<file path="config.mk">
export PLATFORM = sky130hd
export DESIGN_NAME = multiband_bandpass_equalizer
export DESIGN_NICKNAME = d
export VERILOG_FILES = /design/src/mbeq_pkg.sv /design/src/multiband_bandpass_equalizer.sv /design/src/mbeq_serial_mac.sv
export SDC_FILE = /design/constraint.sdc
export NUM_CORES = 2
export LEC_CHECK = 0
export BUFFER_PORTS_ARGS = -buffer_cell sky130_fd_sc_hd__buf_2
export CORE_MARGIN = 2
export CORE_UTILIZATION = 45
export CTS_CLUSTER_DIAMETER = 200
export CTS_CLUSTER_SIZE = 25
export DETAILED_ROUTE_END_ITERATION = 7
export GPL_TIMING_DRIVEN = 0
export PLACE_DENSITY_LB_ADDON = 0.15
export SYNTH_ARGS = -nofsm -noshare
export SYNTH_HDL_FRONTEND = slang
export SYNTH_SLANG_ARGS = --single-unit
</file>
<file path="constraint.sdc">
create_clock -name aclk -period 6.27 [get_ports aclk]
set_clock_uncertainty 0.05 [all_clocks]
set_input_delay 0.3135 -clock aclk [delete_from_list [all_inputs] [get_ports aclk]]
set_output_delay 0.3135 -clock aclk [all_outputs]
set_load 0.05 [all_outputs]
</file>
<file path="src/mbeq_pkg.sv">
// ----------------------------------------------------------------------------
// mbeq_pkg
// types and constants shared by the band-pass equalizer block
// ----------------------------------------------------------------------------
package mbeq_pkg;

    localparam int SAMPLE_W = 16;
    localparam int STATE_W  = 32;
    localparam int COEF_W   = 16;
    localparam int NUM_REGS = 8;

    typedef struct packed {
        logic signed [SAMPLE_W-1:0] in_sample_ch1;
        logic signed [SAMPLE_W-1:0] in_sample_ch0;
    } in_item_t;

    typedef struct packed {
        logic signed [SAMPLE_W-1:0] out_sample_ch1;
        logic signed [SAMPLE_W-1:0] out_sample_ch0;
    } out_item_t;

endpackage

</file>
<file path="src/multiband_bandpass_equalizer.sv">
// ----------------------------------------------------------------------------
// multiband_bandpass_equalizer
// two-channel graphic equaliser over a bank of band-pass biquad sections
// per band: a load step, three 16-bit serial products through one shared mac,
// a band step, a fourth product and a gain step; per channel a channel step
// a sample is taken only once the last one is processed; the next sample is
// taken while one result waits in the output register
// synchronous active-low reset clears coefficients and all filter history
// ----------------------------------------------------------------------------
module multiband_bandpass_equalizer #(
    parameter int BANDS    = 8,
    parameter int CHANNELS = 2
) (
    input  logic                      aclk,
    input  logic                      aresetn,
    input  logic                      s_valid,
    output logic                      s_ready,
    input  mbeq_pkg::in_item_t        s_data,
    output logic                      m_valid,
    input  logic                      m_ready,
    output mbeq_pkg::out_item_t       m_data,
    input  logic                      psel,
    input  logic                      penable,
    input  logic                      pwrite,
    input  logic [5:0]                paddr,
    input  logic [63:0]               pwdata,
    output logic [63:0]               prdata,
    output logic                      pready
);

    localparam int BW  = (BANDS > 1) ? $clog2(BANDS) : 1;
    localparam int CHW = (CHANNELS > 1) ? $clog2(CHANNELS) : 1;
    localparam int NS  = CHANNELS * BANDS;
    localparam int SW  = (NS > 1) ? $clog2(NS) : 1;

    typedef enum logic [6:0] {
        ST_IDLE  = 7'b0000001,
        ST_LOAD  = 7'b0000010,
        ST_MUL   = 7'b0000100,
        ST_WAIT  = 7'b0001000,
        ST_BAND  = 7'b0010000,
        ST_GAIN  = 7'b0100000,
        ST_CHAN  = 7'b1000000
    } state_t;

    logic [63:0] coef_reg [mbeq_pkg::NUM_REGS];
    logic [31:0] y1_mem [NS];
    logic [31:0] y2_mem [NS];
    logic signed [15:0] xp_reg [CHANNELS];
    logic signed [15:0] xpp_reg [CHANNELS];

    state_t               st_reg, st_next;
    logic [CHW-1:0]       ch_reg;
    logic [BW-1:0]        bd_reg;
    logic [1:0]           ph_reg;
    logic signed [31:0]   y1_rd, y2_rd, y_reg;
    logic signed [63:0]   bacc_reg;
    mbeq_pkg::in_item_t   in_reg;
    mbeq_pkg::out_item_t  res_reg;
    mbeq_pkg::out_item_t  out_reg;
    logic                 out_full_reg;
    logic                 pend_reg;

    logic                 wr_en;
    logic [2:0]           widx;
    logic [SW-1:0]        sidx;
    logic [63:0]          cw;
    logic signed [15:0]   xin;
    logic signed [16:0]   diff;

    logic                 mac_start, mac_clr, mac_neg, mac_busy;
    logic signed [33:0]   mac_a;
    logic signed [15:0]   mac_b;
    logic signed [63:0]   mac_acc;

    logic signed [63:0]   rnd;
    logic signed [49:0]   fl;
    logic signed [31:0]   ysat;
    logic signed [63:0]   tq;
    logic signed [45:0]   rq;
    logic signed [15:0]   osat;

    assign pready = 1'b1;
    assign wr_en  = psel && penable && pwrite;
    assign widx   = paddr[5:3];

    always_comb begin
        prdata = coef_reg[paddr[5:3]];
    end

    assign sidx = SW'(ch_reg) * SW'(BANDS) + SW'(bd_reg);
    assign cw   = coef_reg[bd_reg];
    assign xin  = (ch_reg == CHW'(0)) ? in_reg.in_sample_ch0 : in_reg.in_sample_ch1;
    assign diff = 17'(xin) - 17'(xpp_reg[ch_reg]);

    always_comb begin
        mac_a   = '0;
        mac_b   = '0;
        mac_neg = 1'b0;
        case (ph_reg)
            2'd0: begin
                mac_a = 34'(diff) <<< 8;
                mac_b = cw[15:0];
            end
            2'd1: begin
                mac_a = 34'(y1_rd);
                mac_b = cw[31:16];
            end
            2'd2: begin
                mac_a   = 34'(y2_rd);
                mac_b   = cw[47:32];
                mac_neg = 1'b1;
            end
            default: begin
                mac_a = 34'(y_reg);
                mac_b = cw[63:48];
            end
        endcase
    end

    mbeq_serial_mac #(.AW(34), .BW(16), .PW(64)) u_mac (
        .aclk    (aclk),
        .aresetn (aresetn),
        .start   (mac_start),
        .clr_acc (mac_clr),
        .neg     (mac_neg),
        .mcand   (mac_a),
        .mplier  (mac_b),
        .busy    (mac_busy),
        .acc     (mac_acc)
    );

    assign mac_start = (st_reg == ST_MUL);
    assign mac_clr   = (ph_reg == 2'd0) || (ph_reg == 2'd3);

    // band output: round half up to 8 fraction bits, saturate to 32 bits
    assign rnd  = mac_acc + 64'sd8192;
    assign fl   = 50'(rnd >>> 14);
    assign ysat = (fl > 50'sh7FFFFFFF) ? 32'sh7FFFFFFF :
                  (fl < -50'sh80000000) ? 32'sh80000000 : fl[31:0];

    // output: truncate toward zero, saturate to 16 bits
    assign tq   = bacc_reg[63] ? -bacc_reg : bacc_reg;
    assign rq   = bacc_reg[63] ? -46'(tq >>> 18) : 46'(tq >>> 18);
    assign osat = (rq > 46'sd32767) ? 16'sh7FFF :
                  (rq < -46'sd32768) ? 16'sh8000 : rq[15:0];

    assign s_ready = (st_reg == ST_IDLE) && (!pend_reg || !out_full_reg);
    assign m_valid = out_full_reg;
    assign m_data  = out_reg;

    always_comb begin
        st_next = st_reg;
        case (st_reg)
            ST_IDLE: if (s_valid && s_ready) st_next = ST_LOAD;
            ST_LOAD: st_next = ST_MUL;
            ST_MUL:  st_next = ST_WAIT;
            ST_WAIT: begin
                if (!mac_busy) begin
                    if (ph_reg == 2'd2) st_next = ST_BAND;
                    else if (ph_reg == 2'd3) st_next = ST_GAIN;
                    else st_next = ST_MUL;
                end
            end
            ST_BAND: st_next = ST_MUL;
            ST_GAIN: begin
                if (bd_reg == BW'(BANDS - 1)) st_next = ST_CHAN;
                else st_next = ST_LOAD;
            end
            ST_CHAN: begin
                if (ch_reg == CHW'(CHANNELS - 1)) st_next = ST_IDLE;
                else st_next = ST_LOAD;
            end
            default: st_next = ST_IDLE;
        endcase
    end

    always_ff @(posedge aclk) begin
        if (!aresetn) begin
            st_reg       <= ST_IDLE;
            out_full_reg <= 1'b0;
            pend_reg     <= 1'b0;
            ch_reg       <= '0;
            bd_reg       <= '0;
            ph_reg       <= '0;
            for (int i = 0; i < mbeq_pkg::NUM_REGS; i++) coef_reg[i] <= '0;
            for (int i = 0; i < CHANNELS; i++) begin
                xp_reg[i]  <= '0;
                xpp_reg[i] <= '0;
            end
            for (int i = 0; i < NS; i++) begin
                y1_mem[i] <= '0;
                y2_mem[i] <= '0;
            end
            res_reg <= '0;
            out_reg <= '0;
        end else begin
            st_reg <= st_next;
            if (wr_en) coef_reg[widx] <= pwdata;
            if (pend_reg && (!out_full_reg || m_ready)) begin
                out_reg      <= res_reg;
                out_full_reg <= 1'b1;
                pend_reg     <= 1'b0;
            end else if (m_valid && m_ready) begin
                out_full_reg <= 1'b0;
            end
            case (st_reg)
                ST_IDLE: begin
                    if (s_valid && s_ready) begin
                        in_reg  <= s_data;
                        ch_reg  <= '0;
                        bd_reg  <= '0;
                        ph_reg  <= '0;
                        res_reg <= '0;
                    end
                end
                ST_LOAD: begin
                    y1_rd  <= y1_mem[sidx];
                    y2_rd  <= y2_mem[sidx];
                    ph_reg <= '0;
                end
                ST_WAIT: begin
                    if (!mac_busy && ph_reg != 2'd2 && ph_reg != 2'd3) ph_reg <= ph_reg + 2'd1;
                end
                ST_BAND: begin
                    y_reg        <= ysat;
                    y2_mem[sidx] <= y1_rd;
                    y1_mem[sidx] <= ysat;
                    ph_reg       <= 2'd3;
                end
                ST_GAIN: begin
                    bacc_reg <= (bd_reg == '0) ? mac_acc : bacc_reg + mac_acc;
                    if (bd_reg != BW'(BANDS - 1)) bd_reg <= bd_reg + BW'(1);
                end
                ST_CHAN: begin
                    xpp_reg[ch_reg] <= xp_reg[ch_reg];
                    xp_reg[ch_reg]  <= xin;
                    bd_reg          <= '0;
                    if (ch_reg == CHW'(0)) res_reg.out_sample_ch0 <= osat;
                    else res_reg.out_sample_ch1 <= osat;
                    if (ch_reg == CHW'(CHANNELS - 1)) pend_reg <= 1'b1;
                    else ch_reg <= ch_reg + CHW'(1);
                end
                default: ;
            endcase
        end
    end

endmodule

</file>
<file path="src/mbeq_serial_mac.sv">
// ----------------------------------------------------------------------------
// mbeq_serial_mac
// bit-serial signed multiply-accumulate: one multiplier bit per cycle
// ----------------------------------------------------------------------------
module mbeq_serial_mac #(
    parameter int AW = 34,
    parameter int BW = 16,
    parameter int PW = 64
) (
    input  logic                 aclk,
    input  logic                 aresetn,
    input  logic                 start,
    input  logic                 clr_acc,
    input  logic                 neg,
    input  logic signed [AW-1:0] mcand,
    input  logic signed [BW-1:0] mplier,
    output logic                 busy,
    output logic signed [PW-1:0] acc
);

    localparam int CW = $clog2(BW + 1);

    logic signed [PW-1:0] acc_reg, acc_next;
    logic signed [PW-1:0] mc_reg, mc_next;
    logic [BW-1:0]        mp_reg, mp_next;
    logic [CW-1:0]        cnt_reg, cnt_next;
    logic                 neg_reg, neg_next;
    logic signed [PW-1:0] term;

    always_comb begin
        acc_next = acc_reg;
        mc_next  = mc_reg;
        mp_next  = mp_reg;
        cnt_next = cnt_reg;
        neg_next = neg_reg;
        term     = '0;
        if (start) begin
            if (clr_acc) begin
                acc_next = '0;
            end
            mc_next  = PW'(mcand);
            mp_next  = mplier;
            neg_next = neg;
            cnt_next = CW'(BW);
        end else if (cnt_reg != '0) begin
            // top bit of a two's complement multiplier has negative weight
            if (mp_reg[0]) begin
                term = (cnt_reg == CW'(1)) ? -mc_reg : mc_reg;
            end
            acc_next = neg_reg ? acc_reg - term : acc_reg + term;
            mc_next  = mc_reg <<< 1;
            mp_next  = mp_reg >> 1;
            cnt_next = cnt_reg - CW'(1);
        end
    end

    always_ff @(posedge aclk) begin
        if (!aresetn) begin
            cnt_reg <= '0;
            acc_reg <= '0;
        end else begin
            cnt_reg <= cnt_next;
            acc_reg <= acc_next;
        end
        mc_reg  <= mc_next;
        mp_reg  <= mp_next;
        neg_reg <= neg_next;
    end

    assign busy = (cnt_reg != '0) || start;
    assign acc  = acc_reg;

endmodule

</file>
* Word-level counts from Yosys, hierarchy flattened
Memories as Yosys holds them, arrays and structs flattened. A register that Yosys moved wholly into a read port is not among the register bits.
Cells that the tools add are included.
Widths: inputs -> output; s select.
** Word-level totals
- Bits in registers :: 357
- Bits in writable memories :: 1600
- Output and inout port bits :: 99
- Memories kept :: 5
** Operators by class
- Add/sub/neg operators :: 13
- Magnitude comparators :: 4
- Equality and inequality tests :: 22
- Muxes and demuxes :: 81
- Bitwise logic cells :: 1
- Reductions and logical operators :: 41
** Memory list
- coef_reg :: words 8, bits a word 64, rd ports 2, clocked after Yosys merged registers in 1, wr ports 8, line multiband_bandpass_equalizer.sv:46 : logic [63:0] coef_reg [mbeq_pkg::NUM_REGS];
- y1_mem :: words 16, bits a word 32, rd ports 1, clocked after Yosys merged registers in 1, wr ports 16, line multiband_bandpass_equalizer.sv:47 : logic [31:0] y1_mem [NS];
- y2_mem :: words 16, bits a word 32, rd ports 1, clocked after Yosys merged registers in 1, wr ports 16, line multiband_bandpass_equalizer.sv:48 : logic [31:0] y2_mem [NS];
- xp_reg :: words 2, bits a word 16, rd ports 1, clocked after Yosys merged registers in 1, wr ports 2, line multiband_bandpass_equalizer.sv:49 : logic signed [15:0] xp_reg [CHANNELS];
- xpp_reg :: words 2, bits a word 16, rd ports 1, clocked after Yosys merged registers in 1, wr ports 2, line multiband_bandpass_equalizer.sv:50 : logic signed [15:0] xpp_reg [CHANNELS];
** Operators with widths (number)
- $mux 64 :: 13
- $mux 32 :: 5
- $mux 16 :: 9
- $add 64x64->64 :: 2
- $neg 64->64 :: 2
- $pmux 34 s3 :: 1
- $add 64x15->64 const B :: 1
- $pmux 32 s2 :: 1
- $reduce_or 32->1 :: 2
- $reduce_or 64->1 :: 1
- $sub 64x64->64 :: 1
- $gt 50x32->1 const B :: 1
- $lt 50x32->1 const B :: 1
- $pmux 16 s3 :: 1
- $gt 46x16->1 const B :: 1
- $lt 46x16->1 const B :: 1
- $mux 46 :: 1
- $neg 46->46 :: 1
- $pmux 7 s6 :: 1
- $reduce_or 16->1 :: 2
- $mux 1 :: 29
- $mux 7 :: 3
- $sub 16x16->17 :: 1
- $ne 2x2->1 const B :: 8
- other kinds (39) :: 73

* Longest topological paths before layout
- Word-level depth :: 9
- Depth in mapped cells :: 31
- Gate-level depth less buffers :: 31

* Hierarchy
A second synthesis with hierarchy kept.
** Second synthesis, totals
- Cell total of the unflattened synthesis :: 8431
- Area, all modules :: 104889.3 µm²
** By module, submodules not included
- multiband_bandpass_equalizer :: times used 1, cells an instance 6793, area an instance 91544.0 µm²
- mbeq_serial_mac :: times used 1, cells an instance 1638, area an instance 13345.3 µm²

* Worst setup path before layout
Ideal clock, no wire load.
- Path type :: reg-to-reg
- From :: register u_mac.mp_reg[0]
- To :: register u_mac.acc_reg[44], in the netlist u_mac.acc[44]
- Setup time :: 0.128 ns
- Arrival :: 6.224 ns
- Required time :: 6.092 ns
- Setup slack :: -0.132 ns
- Stages on the path, launching flop included :: 29
- Buffers on the path :: 6
- Cell sequence :: edfxtp_1 -> clkbuf_1 -> clkbuf_1 -> clkbuf_1 -> buf_1 -> clkbuf_1 -> buf_1 -> nand2_1 -> ha_1 -> and3_1 -> and3_1 -> a21oi_1 -> a31oi_1 -> o32a_1 -> ha_1 -> and3_1 -> a221o_1 -> a21oi_1 -> o21ai_0 -> a21oi_1 -> o211ai_1 -> a31o_2 -> a21o_1 -> a21oi_1 -> o21ai_0 -> or4_1 -> a31oi_1 -> xor2_1 -> o21ai_0
** On the way
- Cells in the longest elaborated chain, start to end :: 7
** Ends and longest elaborated chain
- start: declaration :: line mbeq_serial_mac.sv:25 : logic [BW-1:0] mp_reg, mp_next;
- start signal: assignment :: line mbeq_serial_mac.sv:66 : mp_reg <= mp_next;
- $mux 64 * :: line mbeq_serial_mac.sv:47 : if (mp_reg[0]) begin
- $mux 64 * :: line mbeq_serial_mac.sv:45 : end else if (cnt_reg != '0) begin
- $mux 64 * :: line mbeq_serial_mac.sv:37 : if (start) begin
- $add 64x64->64 or $sub 64x64->64 (tied branches) :: line mbeq_serial_mac.sv:50 : acc_next = neg_reg ? acc_reg - term : acc_reg + term;
- $mux 64 * :: line mbeq_serial_mac.sv:50
- $mux 64 * :: line mbeq_serial_mac.sv:45
- $mux 64 * :: line mbeq_serial_mac.sv:37
- end signal: assignment :: line mbeq_serial_mac.sv:63 : acc_reg <= acc_next;
- end: declaration :: line mbeq_serial_mac.sv:23 : logic signed [PW-1:0] acc_reg, acc_next;
Every way passes the cells marked *; elsewhere a longest branch is shown, timed or not. The select of a mux whose other input is x is not followed.
A chain may end at the register's enable or synchronous reset.

* Worst setup path after layout
- From :: register u_mac.mc_reg[0]
- To :: register u_mac.acc_reg[62], in the netlist u_mac.acc[62]
** On the way
- Cells in the longest elaborated chain, start to end :: 9
** Ends and longest elaborated chain
- start: declaration :: line mbeq_serial_mac.sv:24 : logic signed [PW-1:0] mc_reg, mc_next;
- start signal: assignment :: line mbeq_serial_mac.sv:65 : mc_reg <= mc_next;
- $neg 64->64 :: line mbeq_serial_mac.sv:48 : term = (cnt_reg == CW'(1)) ? -mc_reg : mc_reg;
- $mux 64 * :: line mbeq_serial_mac.sv:48
- $mux 64 * :: line mbeq_serial_mac.sv:47
- $mux 64 * :: line mbeq_serial_mac.sv:45
- $mux 64 * :: line mbeq_serial_mac.sv:37
- $add 64x64->64 or $sub 64x64->64 (tied branches) :: line mbeq_serial_mac.sv:50
- $mux 64 * :: line mbeq_serial_mac.sv:50
- $mux 64 * :: line mbeq_serial_mac.sv:45
- $mux 64 * :: line mbeq_serial_mac.sv:37
Marks and branches as above.

==> flow_metrics.tcl <==
set metrics [dict create \
    fin_tns_setup_ns -0.207 \
    switching_share_pct 36.5 \
    cts_sinks 2025 \
    grt_pass1_wl_mm 523 \
    syn2layout_area_growth_pct 11.1 \
    rsz0062_at_grt "yes" \
    combinationalPowerShare_pct 34.6 \
    ir_drop_v 0.000306 \
    first_global_vias 73543 \
    pwr-share-clk_pct 19.4 \
    wl_mm 369 \
    cts_buffer_depth 3 \
    synth_area_leader_cell "edfxtp_1" \
    r2r_slack_ns -0.09 \
    syn-num-nets 8523 \
    synth_cell_types 96 \
    cp_max_fo 5 \
    path_clk_slew_ns 0.12 \
    viasPerCell 6.41 \
    startpoint_type "flop" \
    antenna_found_initial 29 \
    critical_path_class "flop to flop" \
    cap_viol_max_count 4 \
    crit_slowest_cell "or4_1" \
    post-route-period-util_pct 101 \
    yosys_warnings 0 \
    ys_top_cells_by_area "edfxtp_1 54%, mux4_2 9.8%, and3_1 5.7%, nor2_1 3.0%, dfxtp_1 2.9%" \
    ff2ff_path_depth 29 \
    synthCells 8252 \
    pin_count 208 \
    setup_viol_count_final 3 \
    p_leak_nw 42.7 \
    synthArstFlopShare_pct 0 \
    die_w_microns 483 \
    drt_first_pass_iters 6 \
    max_stage_delay_ns 0.47 \
    pwr-share-seq_pct 46.0 \
    die-height_microns 483 \
    critPathArrivalTime_ns 7.01 \
    num_rows 175 \
    synth-seq-area-share_pct 57.4 \
    start_util_pct 45.3 \
    final_hold_viol_count 0 \
    drc 0 \
    netSwitchingPower_mw 13.5 \
    min_from "s_data[27]" \
    root_buffer "clkbuf_16" \
    synth_top_area_share_pct 54.4 \
    status "finished with violations" \
    final_cells 11861 \
    slew_violations 33 \
    core_sq_um 228000 \
    violations "capacitance limit, slew limit, setup timing" \
    finalWorstSetupSlack_ns -0.0857 \
    crit_required_ns 6.92 \
    worst_slew_pin_slew_ns 1.59 \
    internal_power_mw 23.5 \
    place_hpwl_mm 257 \
    synth.avg_cell_area_sq_um 12.5 \
    hold_class "primary input to flop" \
    utilization_pct 50.4 \
    ys_ff_latch 2025 \
    numPortBuffers 202 \
    htreeDepth 3 \
    synth_edf_count 1873 \
    grt_max_degree 73 \
    hold_path_end "in_reg[27]" \
    ys.flop_type "edfxtp_1" \
    r2r-start "u_mac.mc_reg[0]" \
    fin_nets 9061 \
    end_kind "flop" \
    hold_path_depth 2 \
    fmax_mhz 157 \
    overflow 0 \
    cts_tree "built" \
    wl_per_cell_microns 31.1 \
    drive_above_1_share_pct 14.3 \
    cts_made_buffers 91 \
    powerDensity_nw_per_um2 323 \
    relSlewSlack_pct -6.00 \
    place_congestion 0.950 \
    rr_endpoint "u_mac.acc[62]" \
    grtUsageTotal_pct 30.7 \
    min_period_ns 6.36 \
    placed_cells 11499 \
    dr.first_iter.drc_count 10671 \
    vias 75999 \
    syn_area_sq_um 103000 \
    dieArea_sq_um 234000 \
    ant_nets 0 \
    clkLatencyLatePin_ns 0.83 \
]
-- cells in the final DEF, fill, tap and decap left out, types with 92 or more instances in the layout --
| master | n |
|---|---|
| dfxtp_1 | 146 |
| xor2_1 | 146 |
| clkbuf_16 | 92 |
| nor2_1 | 820 |
| a22oi_1 | 286 |
| and2_1 | 150 |
| mux4_2 | 448 |
| edfxtp_1 | 1873 |
| dlygate4sd3_1 | 98 |
| a21o_1 | 122 |
| clkbuf_1 | 624 |
| buf_4 | 117 |
| and3_1 | 944 |
| o21ai_0 | 207 |
| nand4_1 | 108 |
| inv_1 | 128 |
| nand2_1 | 418 |
| ha_1 | 152 |
| a21oi_1 | 278 |
| buf_2 | 216 |
| xnor2_1 | 153 |
-- cell usage after synthesis, types with 14 or more instances --
master and n:
mux2_2 75, o21ai_1 30, nor3_1 79, o21a_1 47
and3_1 947, dfxtp_1 152, a21o_1 122, nor3b_1 17
a22oi_1 286, or2_2 19, nand3_1 92, nand2b_1 50
or4_1 14, inv_1 133, buf_1 70, a222oi_1 19
nor2b_1 40, a31oi_1 52, and4_1 26, ha_1 159
nor2_1 832, xor2_1 151, or3_1 32, nand4_1 108
o21bai_1 18, a211oi_1 21, o21ai_0 225, nand2_1 445
edfxtp_1 1873, and2_1 154, o211ai_1 15, clkbuf_1 631
mux4_2 448, o41ai_1 14, xnor2_1 162, o31ai_1 46
a21oi_1 296, nor4_1 34, a21boi_0 35, mux2i_1 89
-- per-stage QoR --
step / total power, mW / area, sq um / setup WS (ns) / hold slack [ns]
finish: 37.1 / 115000 / -0.0857 / 0.190
global route: 38.5 / 115000 / -0.389 / 0.168
CTS: 36.2 / 114000 / -0.0200 / 0.136
detailed placement: 28.3 / 109000 / -2.43 / 0.400
global placement: 28.1 / 108000 / -4.49 / 0.390
floorplan: 24.6 / 103000 / 0.0460 / 0.362
-- power groups by stage --
stage / combinational (mW) / clock [mW] / sequential [mW]
detailed placement: 11.0 / 0 / 17.3
global placement: 10.8 / 0 / 17.3
global route: 13.8 / 7.62 / 17.1
floorplan: 7.73 / 0 / 16.9
CTS: 11.9 / 7.22 / 17.0
finish: 12.8 / 7.20 / 17.1
-- critical path: cells and delay by family (launching register included) --
family | cells | cell delay, ns
flip-flops | 1 | 0.46
adder cells (fa/ha/maj) | 1 | 0.28
multiplexers | 1 | 0.21
buffers and inverters | 5 | 0.76
XOR/XNOR | 2 | 0.33
AND/OR/NAND/NOR | 6 | 1.32
AO/OA/AOI/OAI | 14 | 2.85
-- cell families (layout without fill, tap and decap cells) --
family	count (synthesis)	count (layout)	synth area share (%)
other	1	22	0.00363
XOR/XNOR	316	316	2.70
flip-flops	2025	2025	57.4
AND/OR/NAND/NOR	2940	2940	14.7
AO/OA/AOI/OAI	1343	1343	8.64
multiplexers	612	612	11.4
buffers and inverters	853	1432	3.13
adder cells (fa/ha/maj)	162	162	1.98
-- layout make-up --
class                           count  area (sq um)
Antenna cell                       21          52.6
Fill cell                       19838        113000
Multi-Input combinational cell   5374         42100
Tap cell                         3009          3760
Buffer                            712          2870
Timing Repair Buffer              451          3710
Inverter                          135           514
Sequential cell                  2025         59300
Clock inverter                      9           140
Clock buffer                      125          2400
-- how the worst max path moves through the flow --
stage	startpoint	end	slack, ns	cells after the start
global route	u_mac.mc_reg[5]	u_mac.acc[60]	-0.39	29
global placement	aresetn	y1_rd[13]	-4.49	5
finish	u_mac.mc_reg[0]	u_mac.acc[62]	-0.09	29
CTS	u_mac.mc_reg[0]	u_mac.acc[44]	-0.02	27
floorplan	u_mac.mc_reg[0]	u_mac.acc[62]	0.05	27
detailed placement	ch_reg	u_mac.mc_reg[49]	-2.43	20
-- routing by layer --
metal,global-route usage (%),vias to the layer above,wire (microns)
met1,41.4,38260,144000
met2,47.5,4419,166000
met5,0,-,116
met4,12.6,20,17800
li1,-,32497,-
met3,7.64,803,40500
-- repair_timing --
action	4_1_cts	5_1_grt
setup buffers	63	54
resized for setup	167	136
endpoints found under the setup margin	787	347
endpoints found under the hold margin	547	0
pin swaps	52	79
hold buffers	98	0
cloned	0	0
Power figures use the tool's default switching activity.
